$ cat config.mk
export PLATFORM = sky130hd
export DESIGN_NAME = mspin_ctrl
export DESIGN_NICKNAME = d
export VERILOG_FILES = /design/src/sv/metropolis_spin_update_top_defines.svh /design/src/sv/mspin_pkg.sv /design/src/sv/mspin_ctrl.sv
export SDC_FILE = /design/constraint.sdc
export NUM_CORES = 1
export LEC_CHECK = 0
export BUFFER_PORTS_ARGS = -buffer_cell sky130_fd_sc_hd__buf_2
export CORE_AREA = 2 2 39 41
export CTS_CLUSTER_DIAMETER = 60
export DETAILED_ROUTE_END_ITERATION = 8
export DIE_AREA = 0 0 41 43
export PLACE_DENSITY = 0.58
export RECOVER_POWER = 25
export SYNTH_ARGS = -nofsm -noshare
export SYNTH_HDL_FRONTEND = slang
export SYNTH_SLANG_ARGS = --single-unit
$ cat constraint.sdc
create_clock -name clk -period 2.03 [get_ports clk]
set_clock_uncertainty 0.1 [all_clocks]
set_input_delay 0.406 -clock clk [delete_from_list [all_inputs] [get_ports clk]]
set_output_delay 0.406 -clock clk [all_outputs]
set_load 0.02 [all_outputs]
$ cat src/sv/metropolis_spin_update_top_defines.svh
// assertion macros for the metropolis spin update block
`ifndef METROPOLIS_SPIN_UPDATE_TOP_DEFINES_SVH
`define METROPOLIS_SPIN_UPDATE_TOP_DEFINES_SVH

// checked outside reset
`define MSPIN_ASSERT(lbl, prop, msg) \
  lbl: assert property (@(posedge clk) disable iff (rst) prop) else $error(msg);

// checked during reset as well
`define MSPIN_ASSERT_ALWAYS(lbl, prop, msg) \
  lbl: assert property (@(posedge clk) prop) else $error(msg);

`endif

$ cat src/sv/mspin_pkg.sv
// package: constants, control structs and exp table for the spin update block
`timescale 1ns / 1ps
package mspin_pkg;

  localparam int MAX_NODES       = 1024;
  localparam int MAX_DEGREE      = 16;
  localparam int WEIGHT_BITS     = 16;
  localparam int EXP_TABLE_DEPTH = 256;

  localparam int NODE_W  = 10;
  localparam int SLOT_W  = 4;
  localparam int DEG_W   = 5;
  localparam int RND_W   = 16;
  localparam int TEMP_W  = 16;
  localparam int EDGE_AW = NODE_W + SLOT_W;
  localparam int ACC_W   = 21;
  localparam int SUM_W   = 20;
  localparam int NUM_W   = 21;
  localparam int DEN_W   = DEG_W + TEMP_W;
  localparam int Q_W     = 8;
  localparam int TRIAL_W = DEN_W + Q_W;

  localparam logic [TEMP_W-1:0] TEMP_RESET = 16'd256;
  localparam logic [DEG_W-1:0]  DEG_MAX    = 5'd16;

  localparam logic [1:0] CMD_SPIN   = 2'd0;
  localparam logic [1:0] CMD_EDGE   = 2'd1;
  localparam logic [1:0] CMD_DEGREE = 2'd2;
  localparam logic [1:0] CMD_UPDATE = 2'd3;

  typedef logic [15:0] exp_tab_t [EXP_TABLE_DEPTH];

  // long division for the table build
  function automatic logic [63:0] udiv64(input logic [63:0] a, input logic [63:0] b);
    logic [63:0] quo;
    logic [64:0] part;
    quo  = '0;
    part = '0;
    for (int i = 63; i >= 0; i--) begin
      part = {part[63:0], a[i]};
      if (part >= {1'b0, b}) begin
        part   = part - {1'b0, b};
        quo[i] = 1'b1;
      end
    end
    return quo;
  endfunction

  function automatic exp_tab_t build_exp_tab();
    exp_tab_t   tab;
    logic [63:0] base;
    logic [63:0] term;
    logic [63:0] p;
    logic [63:0] r;
    base = 64'd1 << 32;
    term = 64'd1 << 32;
    p    = 64'd1 << 32;
    for (int k = 1; k <= 24; k++) begin
      term = udiv64(term * 64'd16, 64'(EXP_TABLE_DEPTH) * 64'(k));
      if (k[0]) base = base - term;
      else base = base + term;
    end
    for (int i = 0; i < EXP_TABLE_DEPTH; i++) begin
      if (i > 0) p = (p * base + (64'd1 << 31)) >> 32;
      r = (p + (64'd1 << 15)) >> 16;
      tab[i] = (r > 64'd65535) ? 16'hFFFF : r[15:0];
    end
    return tab;
  endfunction

  localparam exp_tab_t EXP_TAB = build_exp_tab();

  typedef struct packed {
    logic       in_ready;
    logic       latch_deg;
    logic       walk;
    logic       mul;
    logic       div_init;
    logic       div_step;
    logic [2:0] div_sh;
    logic       lut;
    logic       out_load;
  } ctl_t;

  typedef struct packed {
    logic in_fire;
    logic in_upd;
    logic walk_done;
    logic out_free;
  } stat_t;

endpackage

$ cat src/sv/mspin_ctrl.sv
// controller state machine for the spin update sequence
`timescale 1ns / 1ps
module mspin_ctrl (
  input  logic              clk,
  input  logic              rst,
  input  mspin_pkg::stat_t  st,
  output mspin_pkg::ctl_t   ctl
);

  localparam logic [3:0] S_IDLE  = 4'd0;
  localparam logic [3:0] S_DEG   = 4'd1;
  localparam logic [3:0] S_WALK  = 4'd2;
  localparam logic [3:0] S_MUL   = 4'd3;
  localparam logic [3:0] S_DINIT = 4'd4;
  localparam logic [3:0] S_DIV   = 4'd5;
  localparam logic [3:0] S_LUT   = 4'd6;
  localparam logic [3:0] S_DONE  = 4'd7;

  logic [3:0] state, state_next;
  logic [2:0] cnt, cnt_next;

  always_ff @(posedge clk) begin
    if (rst) begin
      state <= S_IDLE;
      cnt   <= '0;
    end else begin
      state <= state_next;
      cnt   <= cnt_next;
    end
  end

  always_comb begin
    state_next = state;
    cnt_next   = cnt;
    ctl        = '0;
    ctl.div_sh = cnt;
    case (state)
      S_IDLE: begin
        ctl.in_ready = 1'b1;
        if (st.in_fire && st.in_upd) state_next = S_DEG;
      end
      S_DEG: begin
        ctl.latch_deg = 1'b1;
        state_next    = S_WALK;
      end
      S_WALK: begin
        ctl.walk = 1'b1;
        if (st.walk_done) state_next = S_MUL;
      end
      S_MUL: begin
        ctl.mul    = 1'b1;
        state_next = S_DINIT;
      end
      S_DINIT: begin
        ctl.div_init = 1'b1;
        cnt_next     = 3'd7;
        state_next   = S_DIV;
      end
      S_DIV: begin
        ctl.div_step = 1'b1;
        cnt_next     = cnt - 3'd1;
        if (cnt == 3'd0) state_next = S_LUT;
      end
      S_LUT: begin
        ctl.lut    = 1'b1;
        state_next = S_DONE;
      end
      S_DONE: begin
        if (st.out_free) begin
          ctl.out_load = 1'b1;
          state_next   = S_IDLE;
        end
      end
      default: state_next = S_IDLE;
    endcase
  end

endmodule

==> metrics, run 1 <==
synthesis-to-layout area growth 23.2%; post-layout worst setup margin 0.217 ns; P per Cell Area 1170 nW/um^2; required arrival time at the worst endpoint 1.52 ns; starting density of the core 33.2%; number of distinct library cell variants in the gate-level netlist after synthesis 23; CTS tree yes; critical path endpoint category output pin; area after detailed placement 547 sq um; weighted congestion at the end of routability-driven global placement 0.696; Std-Cell Core Area 1380 sq um; cell area after layout 566 sq um; asr flop ratio synth 0%; largest vdd supply drop 399 uV; post-synthesis net count 63; number of global-route vias before repair 346; post-CTS setup buffers 0; Die Outline Area 1760 sq um; fillers 155; post-layout net count 82; Synth Instances 51; setup violation total in the final timing report 0; Max Slew Vio Count 0; number of resized instances in the post-cts repair step 0; number of input and output port buffers inserted 16; initial antenna violation count 0; fin cells 84; number of design rule violations left after detail routing 0; most frequently used flop master after synthesis sky130_fd_sc_hd__dfxtp_1; maximum fanout along the worst path 5; All-Layer GR Usage 11.5%; clock sink count 6; hold buffer count at cts 0; sort of element at the start of the critical path flop; final core utilization 40.9%; worst slew margin relative to its limit 73.9%; maximum number of pins on one net before global-route repair 13; placement-stage worst setup slack 0.439 ns; Peak Freq 551 MHz; Warnings, synthesis 0; overall power 0.660 mW; clock buffers created by TritonCTS 3; die outline width 41 microns; clock insertion delay at the later pin of the skew report 0.24 ns; Clk pin slew, worst setup/hold paths 0.05 ns; clock period minus worst slack 1.81 ns; number of synthesized register bits 6; total area of multi-input combinational cells 308 sq um; leading cell type in the layout, fill and taps excluded sky130_fd_sc_hd__buf_2; number of top-level pins 17; part of the Yosys area used for sequential elements 26.2%; Final TNS setup 0 ns; most frequent cells in the layout 13 x sky130_fd_sc_hd__buf_2, 6 x sky130_fd_sc_hd__ha_1, 6 x sky130_fd_sc_hd__dfxtp_1; drt wl/cell 9.80 microns; routed vias 373; post-synthesis instance area 459 sq um; wire length of the first global-routing pass 1.37 mm; Post-DRT Antenna Nets 0; final global-route overflow total 0; unrepaired setup endpoints after global routing no; drt first-iter violations 4; kind of critical path reg -> out; number of enable flip-flop cells after synthesis 0; half-perimeter wire length of the detailed placement result 674 microns; Mapped Avg Cell Area 9.00 sq um; number of rows in the core area 14; master cell of the clock root buffer sky130_fd_sc_hd__clkbuf_4; wirelength, routed 823 microns; ant diodes 0; Fin Hold WS 0.331 ns; number of buffers between clock root and the deepest sink 2; slew at the pin closest to its max-slew limit 0.391 ns; outcome complete, no violations; area used by sequential logic in the layout 120 sq um; final clock period utilization by the worst path 89.3%; number of optimization iterations in the first detailed-route pass 3; arrival time reported for the critical path endpoint 1.31 ns; static leakage power 0.263 nW; die height 43 microns; fraction of layout cells with a size suffix above 1 30.9%; number of hold violations in the final report 0; class of the most critical hold timing path in -> reg; via density per instance 4.44; maximum level of the CTS H-tree 1; max_cap viols 0; DP Cell Count 81
final cells by class:
| cell class | count | area share, % |
|---|---|---|
| well taps | 16 | 3.54 |
| clock buffers | 3 | 3.98 |
| multi-input cells | 38 | 54.4 |
| inverters | 5 | 3.32 |
| flip-flops and latches | 6 | 21.2 |
| repair buffers | 16 | 13.5 |
worst max-delay path, stage by stage, from the launching register on:
cell and delay, ns:
sky130_fd_sc_hd__dfxtp_1 0.32, sky130_fd_sc_hd__inv_1 0.11, sky130_fd_sc_hd__ha_1 0.21, sky130_fd_sc_hd__and2_1 0.23, sky130_fd_sc_hd__buf_2 0.20
cell families after synthesis:
| logic type | count (synthesis) | share of synthesized area (%) |
|---|---|---|
| adders and majority gates | 6 | 16.3 |
| DFF | 6 | 26.2 |
| AOI/OAI and AO/OA | 8 | 16.3 |
| and+or+nand+nor | 24 | 34.3 |
| buffers and inverters | 7 | 6.81 |
cells in the mapped netlist, types with 2 or more instances:
master / number / share of area [%]
sky130_fd_sc_hd__nor2b_1: 5 / 6.8
sky130_fd_sc_hd__ha_1: 6 / 16
sky130_fd_sc_hd__nand2b_1: 2 / 2.7
sky130_fd_sc_hd__dfxtp_1: 6 / 26
sky130_fd_sc_hd__nor3_1: 2 / 2.2
sky130_fd_sc_hd__a211oi_1: 3 / 4.9
sky130_fd_sc_hd__nor2_1: 5 / 4.1
sky130_fd_sc_hd__and2_1: 3 / 4.1
sky130_fd_sc_hd__inv_1: 5 / 4.1
per-layer routing:
metal  global-route usage (%)  wire [microns]  up-vias  part of all wire (%)
met3                     3.14              67        2                   8.1
met4                     6.00               6        0                  0.73
met2                     16.9             358       15                    43
met5                        0               0        -                     0
li1                         -               -      206                     -
met1                     14.6             391      150                    48
registers in the layout, indices dropped and copies added (netlist names):
| register | flops |
|---|---|
| cnt | 3 |
| state | 3 |
path summary, 6_finish.rpt:
check | from | end | slack, ns | depth (start not counted)
setup reg to reg | cnt[0] | state[1] | 0.45 | 7
hold / removal | rst | cnt[2] | 0.33 | 2
hold reg to reg | cnt[0] | cnt[0] | 0.39 | 1
setup / recovery | state[1] | ctl[5] | 0.22 | 4
where the power goes:
group          switching [mW]  internal (mW)
sequential             0.0264          0.144
clock                  0.0400         0.0667
combinational           0.207          0.175
total                   0.273          0.387
Note: power is estimated with default switching activity, not from simulation.
==> run 2, diff against run 1 <==
- CTS_CLUSTER_DIAMETER: 60 -> not set
- RECOVER_POWER: 25 -> 100
==> run 2 against run 1 <==
Effect of this change:
- core utilization fell by 1.3 points
- cell count did not move
- critical path depth stayed put
- largest cell class unchanged
- combinational power fell by 3%
- largest power group unchanged
- non-clock buffer count stayed put
- first-iteration DRC count shrank 25%
- clock power about the same
- global-route usage is the same
==> metrics, run 2 (synthesis gave the netlist of run 1 again) <==
initial antenna violation count 0; worst stage delay on the critical path 0.32 ns; master cell of the clock root buffer sky130_fd_sc_hd__clkbuf_4; Die Outline Area 1760 sq um; static leakage power 0.229 nW; half-perimeter wire length of the detailed placement result 674 microns; maximum level of the CTS H-tree 1; Clk pin slew, worst setup/hold paths 0.05 ns; worst slew margin relative to its limit 74.4%; drt wl/cell 9.85 microns; slew at the pin closest to its max-slew limit 0.384 ns; All-Layer GR Usage 11.5%; Switch Pwr 0.275 mW; number of input and output port buffers inserted 16; die height 43 microns; number of rows in the core area 14; Peak Freq 537 MHz; leading cell type in the layout, fill and taps excluded sky130_fd_sc_hd__clkbuf_1; number of design rule violations left after detail routing 0; final clock period utilization by the worst path 91.7%; number of global-route vias before repair 346; overall power 0.648 mW; critical path endpoint category output pin; number of hold violations in the final report 0; wire length of the first global-routing pass 1.37 mm; share of total power in the clock network 16.5%; largest vdd supply drop 392 uV; Post-DRT Antenna Nets 0; Std-Cell Core Area 1380 sq um; largest registers ranked by flip-flop count cnt (3), state (3); P per Cell Area 1180 nW/um^2; critical path capture point ctl[5]; Final TNS setup 0 ns; Setup crit start state[1]; via density per instance 4.44; switching share of power 42.4%; wirelength, routed 827 microns; Critical Path, Cell by Cell inv_1 > ha_1 > and2_1 > clkbuf_1; fraction of layout cells with a size suffix above 1 16.2%; weighted congestion at the end of routability-driven global placement 0.696; final global-route overflow total 0; r2r setup slk 0.42 ns; CTS tree yes; starting density of the core 33.2%; hold buffer count at cts 0; most frequent cells in the layout 11 x sky130_fd_sc_hd__clkbuf_1, 6 x sky130_fd_sc_hd__ha_1, 6 x sky130_fd_sc_hd__dfxtp_1; design internal power 0.373 mW; routed vias 373; Reg power frac 26.4%; fillers 160; unrepaired setup endpoints after global routing no; class of the most critical hold timing path in -> reg; outcome complete, no violations; clock sink count 6; number of resized instances in the post-cts repair step 0; die outline width 41 microns; arrival time reported for the critical path endpoint 1.36 ns; Crit-path slowest cell sky130_fd_sc_hd__dfxtp_1; setup violation total in the final timing report 0; maximum fanout along the worst path 5; required arrival time at the worst endpoint 1.52 ns; maximum number of pins on one net before global-route repair 13; synthesis-to-layout area growth 19.3%; portion of total power attributed to combinational logic 57.2%; number of optimization iterations in the first detailed-route pass 2; drt first-iter violations 3; max_cap viols 0; ant diodes 0; number of top-level pins 17; Worst Hold Path Cells 2; number of buffers between clock root and the deepest sink 2; sort of element at the start of the critical path flop; kind of critical path reg -> out; post-layout net count 82; Max Slew Vio Count 0; capturing point of the worst reg2reg path state[1]; number of cells on the worst reg-to-reg path 7; post-CTS setup buffers 0; clock insertion delay at the later pin of the skew report 0.24 ns; clock period minus worst slack 1.86 ns; Fin Hold WS 0.332 ns; clock buffers created by TritonCTS 3; final core utilization 39.6%; reg-to-reg startpoint cnt[0]
-- run 2: worst max-delay path: cells and delay by family, from the launching register on --
| kind | cells | cell delay (ns) |
|---|---|---|
| adder cells (fa/ha/maj) | 1 | 0.21 |
| buffers and inverters | 2 | 0.36 |
| flip-flops | 1 | 0.32 |
| AND/OR/NAND/NOR | 1 | 0.22 |
-- run 2: stage by stage --
| stage | area (sq um) | std cells | setup WS, ns |
|---|---|---|---|
| final | 548 | 84 | 0.169 |
| after global routing | 548 | 84 | 0.0639 |
| after CTS | 569 | 84 | 0.202 |
| after detailed placement | 547 | 81 | 0.439 |
| after global placement | 547 | 81 | 0.454 |
| after floorplan | 459 | 51 | 0.372 |
-- run 2: power by group through the flow --
stage	sequential (mW)	combinational [mW]	clock (mW)
floorplan	0.171	0.299	0
global placement	0.173	0.392	0
detailed placement	0.173	0.387	0
CTS	0.172	0.389	0.115
global route	0.175	0.417	0.121
finish	0.171	0.370	0.107
-- run 2: layout make-up --
class | instances | area, sq um | share of cell area (%)
sequential | 6 | 120 | 21.9
tap | 16 | 20.0 | 3.65
clock buffer | 3 | 22.5 | 4.11
inverter | 5 | 18.8 | 3.42
multi-input combinational | 38 | 300 | 54.8
timing repair buffer | 16 | 66.3 | 12.1
-- run 2: metal layers --
layer  wire (microns)  GRT usage, %
met1              396          14.6
met4                6          6.00
met2              353          16.9
met5                0             0
met3               70          3.14
-- run 2: worst min path at each step --
stage | from | endpoint | slack [ns]
floorplan | rst | state[2] | 0.38
global placement | cnt[0] | cnt[0] | 0.39
global route | rst | cnt[0] | 0.35
CTS | rst | cnt[1] | 0.33
detailed placement | cnt[0] | cnt[0] | 0.38
finish | rst | cnt[2] | 0.33
==> run 3, diff against run 2 <==
--- a/constraint.sdc
+++ b/constraint.sdc
@@ -4,2 +4,2 @@
 set_output_delay 0.406 -clock clk [all_outputs]
-set_load 0.02 [all_outputs]
+set_load 0.005 [all_outputs]
==> run 3 against run 2 <==
Effect of this change:
- first-iteration DRC count decreased by 100%
- global-route usage increased by 0.63 points
- combinational power decreased by 23%
- cell count unchanged
- highest routed layer unchanged
==> metrics, run 3 (synthesis gave the netlist of run 1 again) <==
weighted congestion at the end of routability-driven global placement 0.673; kind of critical path reg -> out; most frequent cells in the layout 7 x sky130_fd_sc_hd__buf_2, 7 x sky130_fd_sc_hd__clkbuf_1, 6 x sky130_fd_sc_hd__ha_1, 6 x sky130_fd_sc_hd__dfxtp_1; fillers 158; r2r setup slk 0.33 ns; max_cap viols 0; final clock period utilization by the worst path 88.3%; final global-route overflow total 0; hold_sp rst; hold buffer count at cts 0; die height 43 microns; clock buffers created by TritonCTS 3; All-Layer GR Usage 12.1%; cell area after layout 536 sq um; fraction of layout cells with a size suffix above 1 20.6%; number of buffers between clock root and the deepest sink 2; setup violation total in the final timing report 0; Std-Cell Core Area 1380 sq um; largest vdd supply drop 484 uV; critical path endpoint category output pin; class of the most critical hold timing path in -> reg; drt wl/cell 9.74 microns; worst slew margin relative to its limit 71.1%; slew at the pin closest to its max-slew limit 0.431 ns; clock insertion delay at the later pin of the skew report 0.24 ns; Clk pin slew, worst setup/hold paths 0.04 ns; starting density of the core 33.2%; clock sink count 6; Fin Hold WS 0.333 ns; Peak Freq 558 MHz; wire length of the first global-routing pass 1.42 mm; placement-stage worst setup slack 0.435 ns; number of rows in the core area 14; number of input and output port buffers inserted 16; maximum fanout along the worst path 5; clock period minus worst slack 1.79 ns; number of optimization iterations in the first detailed-route pass 1; Post-DRT Antenna Nets 0; largest registers ranked by flip-flop count cnt (3), state (3); number of top-level pins 17; arrival time reported for the critical path endpoint 1.29 ns; unrepaired setup endpoints after global routing no; number of global-route vias before repair 358; Setup crit start state[1]; via density per instance 4.51; outcome complete, no violations; wirelength, routed 818 microns; routed vias 379; number of cells on the worst reg-to-reg path 6; Max Slew Vio Count 0; ant diodes 0; master cell of the clock root buffer sky130_fd_sc_hd__clkbuf_4; static leakage power 0.231 nW; P per Cell Area 1040 nW/um^2; post-CTS setup buffers 0; Final TNS setup 0 ns; maximum level of the CTS H-tree 1; post-layout net count 82; number of resized instances in the post-cts repair step 0; half-perimeter wire length of the detailed placement result 663 microns; area after detailed placement 547 sq um; number of design rule violations left after detail routing 0; initial antenna violation count 0; number of hold violations in the final report 0; drt first-iter violations 0; Worst Hold Path Cells 2; capturing point of the worst reg2reg path state[1]; synthesis-to-layout area growth 16.6%; critical path capture point ctl[5]; CTS tree yes; post-layout worst setup margin 0.238 ns; die outline width 41 microns; Die Outline Area 1760 sq um; sort of element at the start of the critical path flop; required arrival time at the worst endpoint 1.52 ns; reg-to-reg startpoint state[0]; maximum number of pins on one net before global-route repair 13; final core utilization 38.7%
-- run 3: how the worst min path moves through the flow --
stage                to
3_3_place_gp     cnt[0]
2_1_floorplan  state[2]
3_5_place_dp     cnt[0]
5_1_grt        state[0]
6_report         cnt[2]
4_1_cts          cnt[1]
-- run 3: cell type report --
type                            instances  area [sq um]  share of cell area (%)
Tap cell                               16          20.0                    3.74
Multi-Input combinational cell         38           283                    52.8
Clock buffer                            3          22.5                    4.21
Sequential cell                         6           120                    22.4
Inverter                                5          18.8                    3.50
Timing Repair Buffer                   16          71.3                    13.3
-- run 3: worst max-delay path, cell delays in order, from the launching register on --
cell and delay, ns:
sky130_fd_sc_hd__dfxtp_1 0.32, sky130_fd_sc_hd__inv_1 0.11, sky130_fd_sc_hd__ha_1 0.21, sky130_fd_sc_hd__and2_0 0.26, sky130_fd_sc_hd__clkbuf_2 0.16
-- run 3: per-layer routing --
metal / up-vias / GRT usage, % / routed length, microns
met5: - / 0 / 0
met4: 0 / 8.00 / 5
met3: 2 / 3.14 / 81
met2: 17 / 18.4 / 357
met1: 154 / 14.0 / 375
li1: 206 / - / -
-- run 3: power breakdown --
part | switching, mW | internal [mW] | leakage [nW]
registers | 0.0251 | 0.145 | 0.0488
logic | 0.146 | 0.139 | 0.168
clock network | 0.0383 | 0.0666 | 0.0138
total | 0.210 | 0.350 | 0.231
-- run 3: through the flow --
step                total power, mW  cells
floorplan                     0.418     51
global placement              0.505     81
global route                  0.630     84
detailed placement            0.508     81
CTS                           0.620     84
finish                        0.560     84
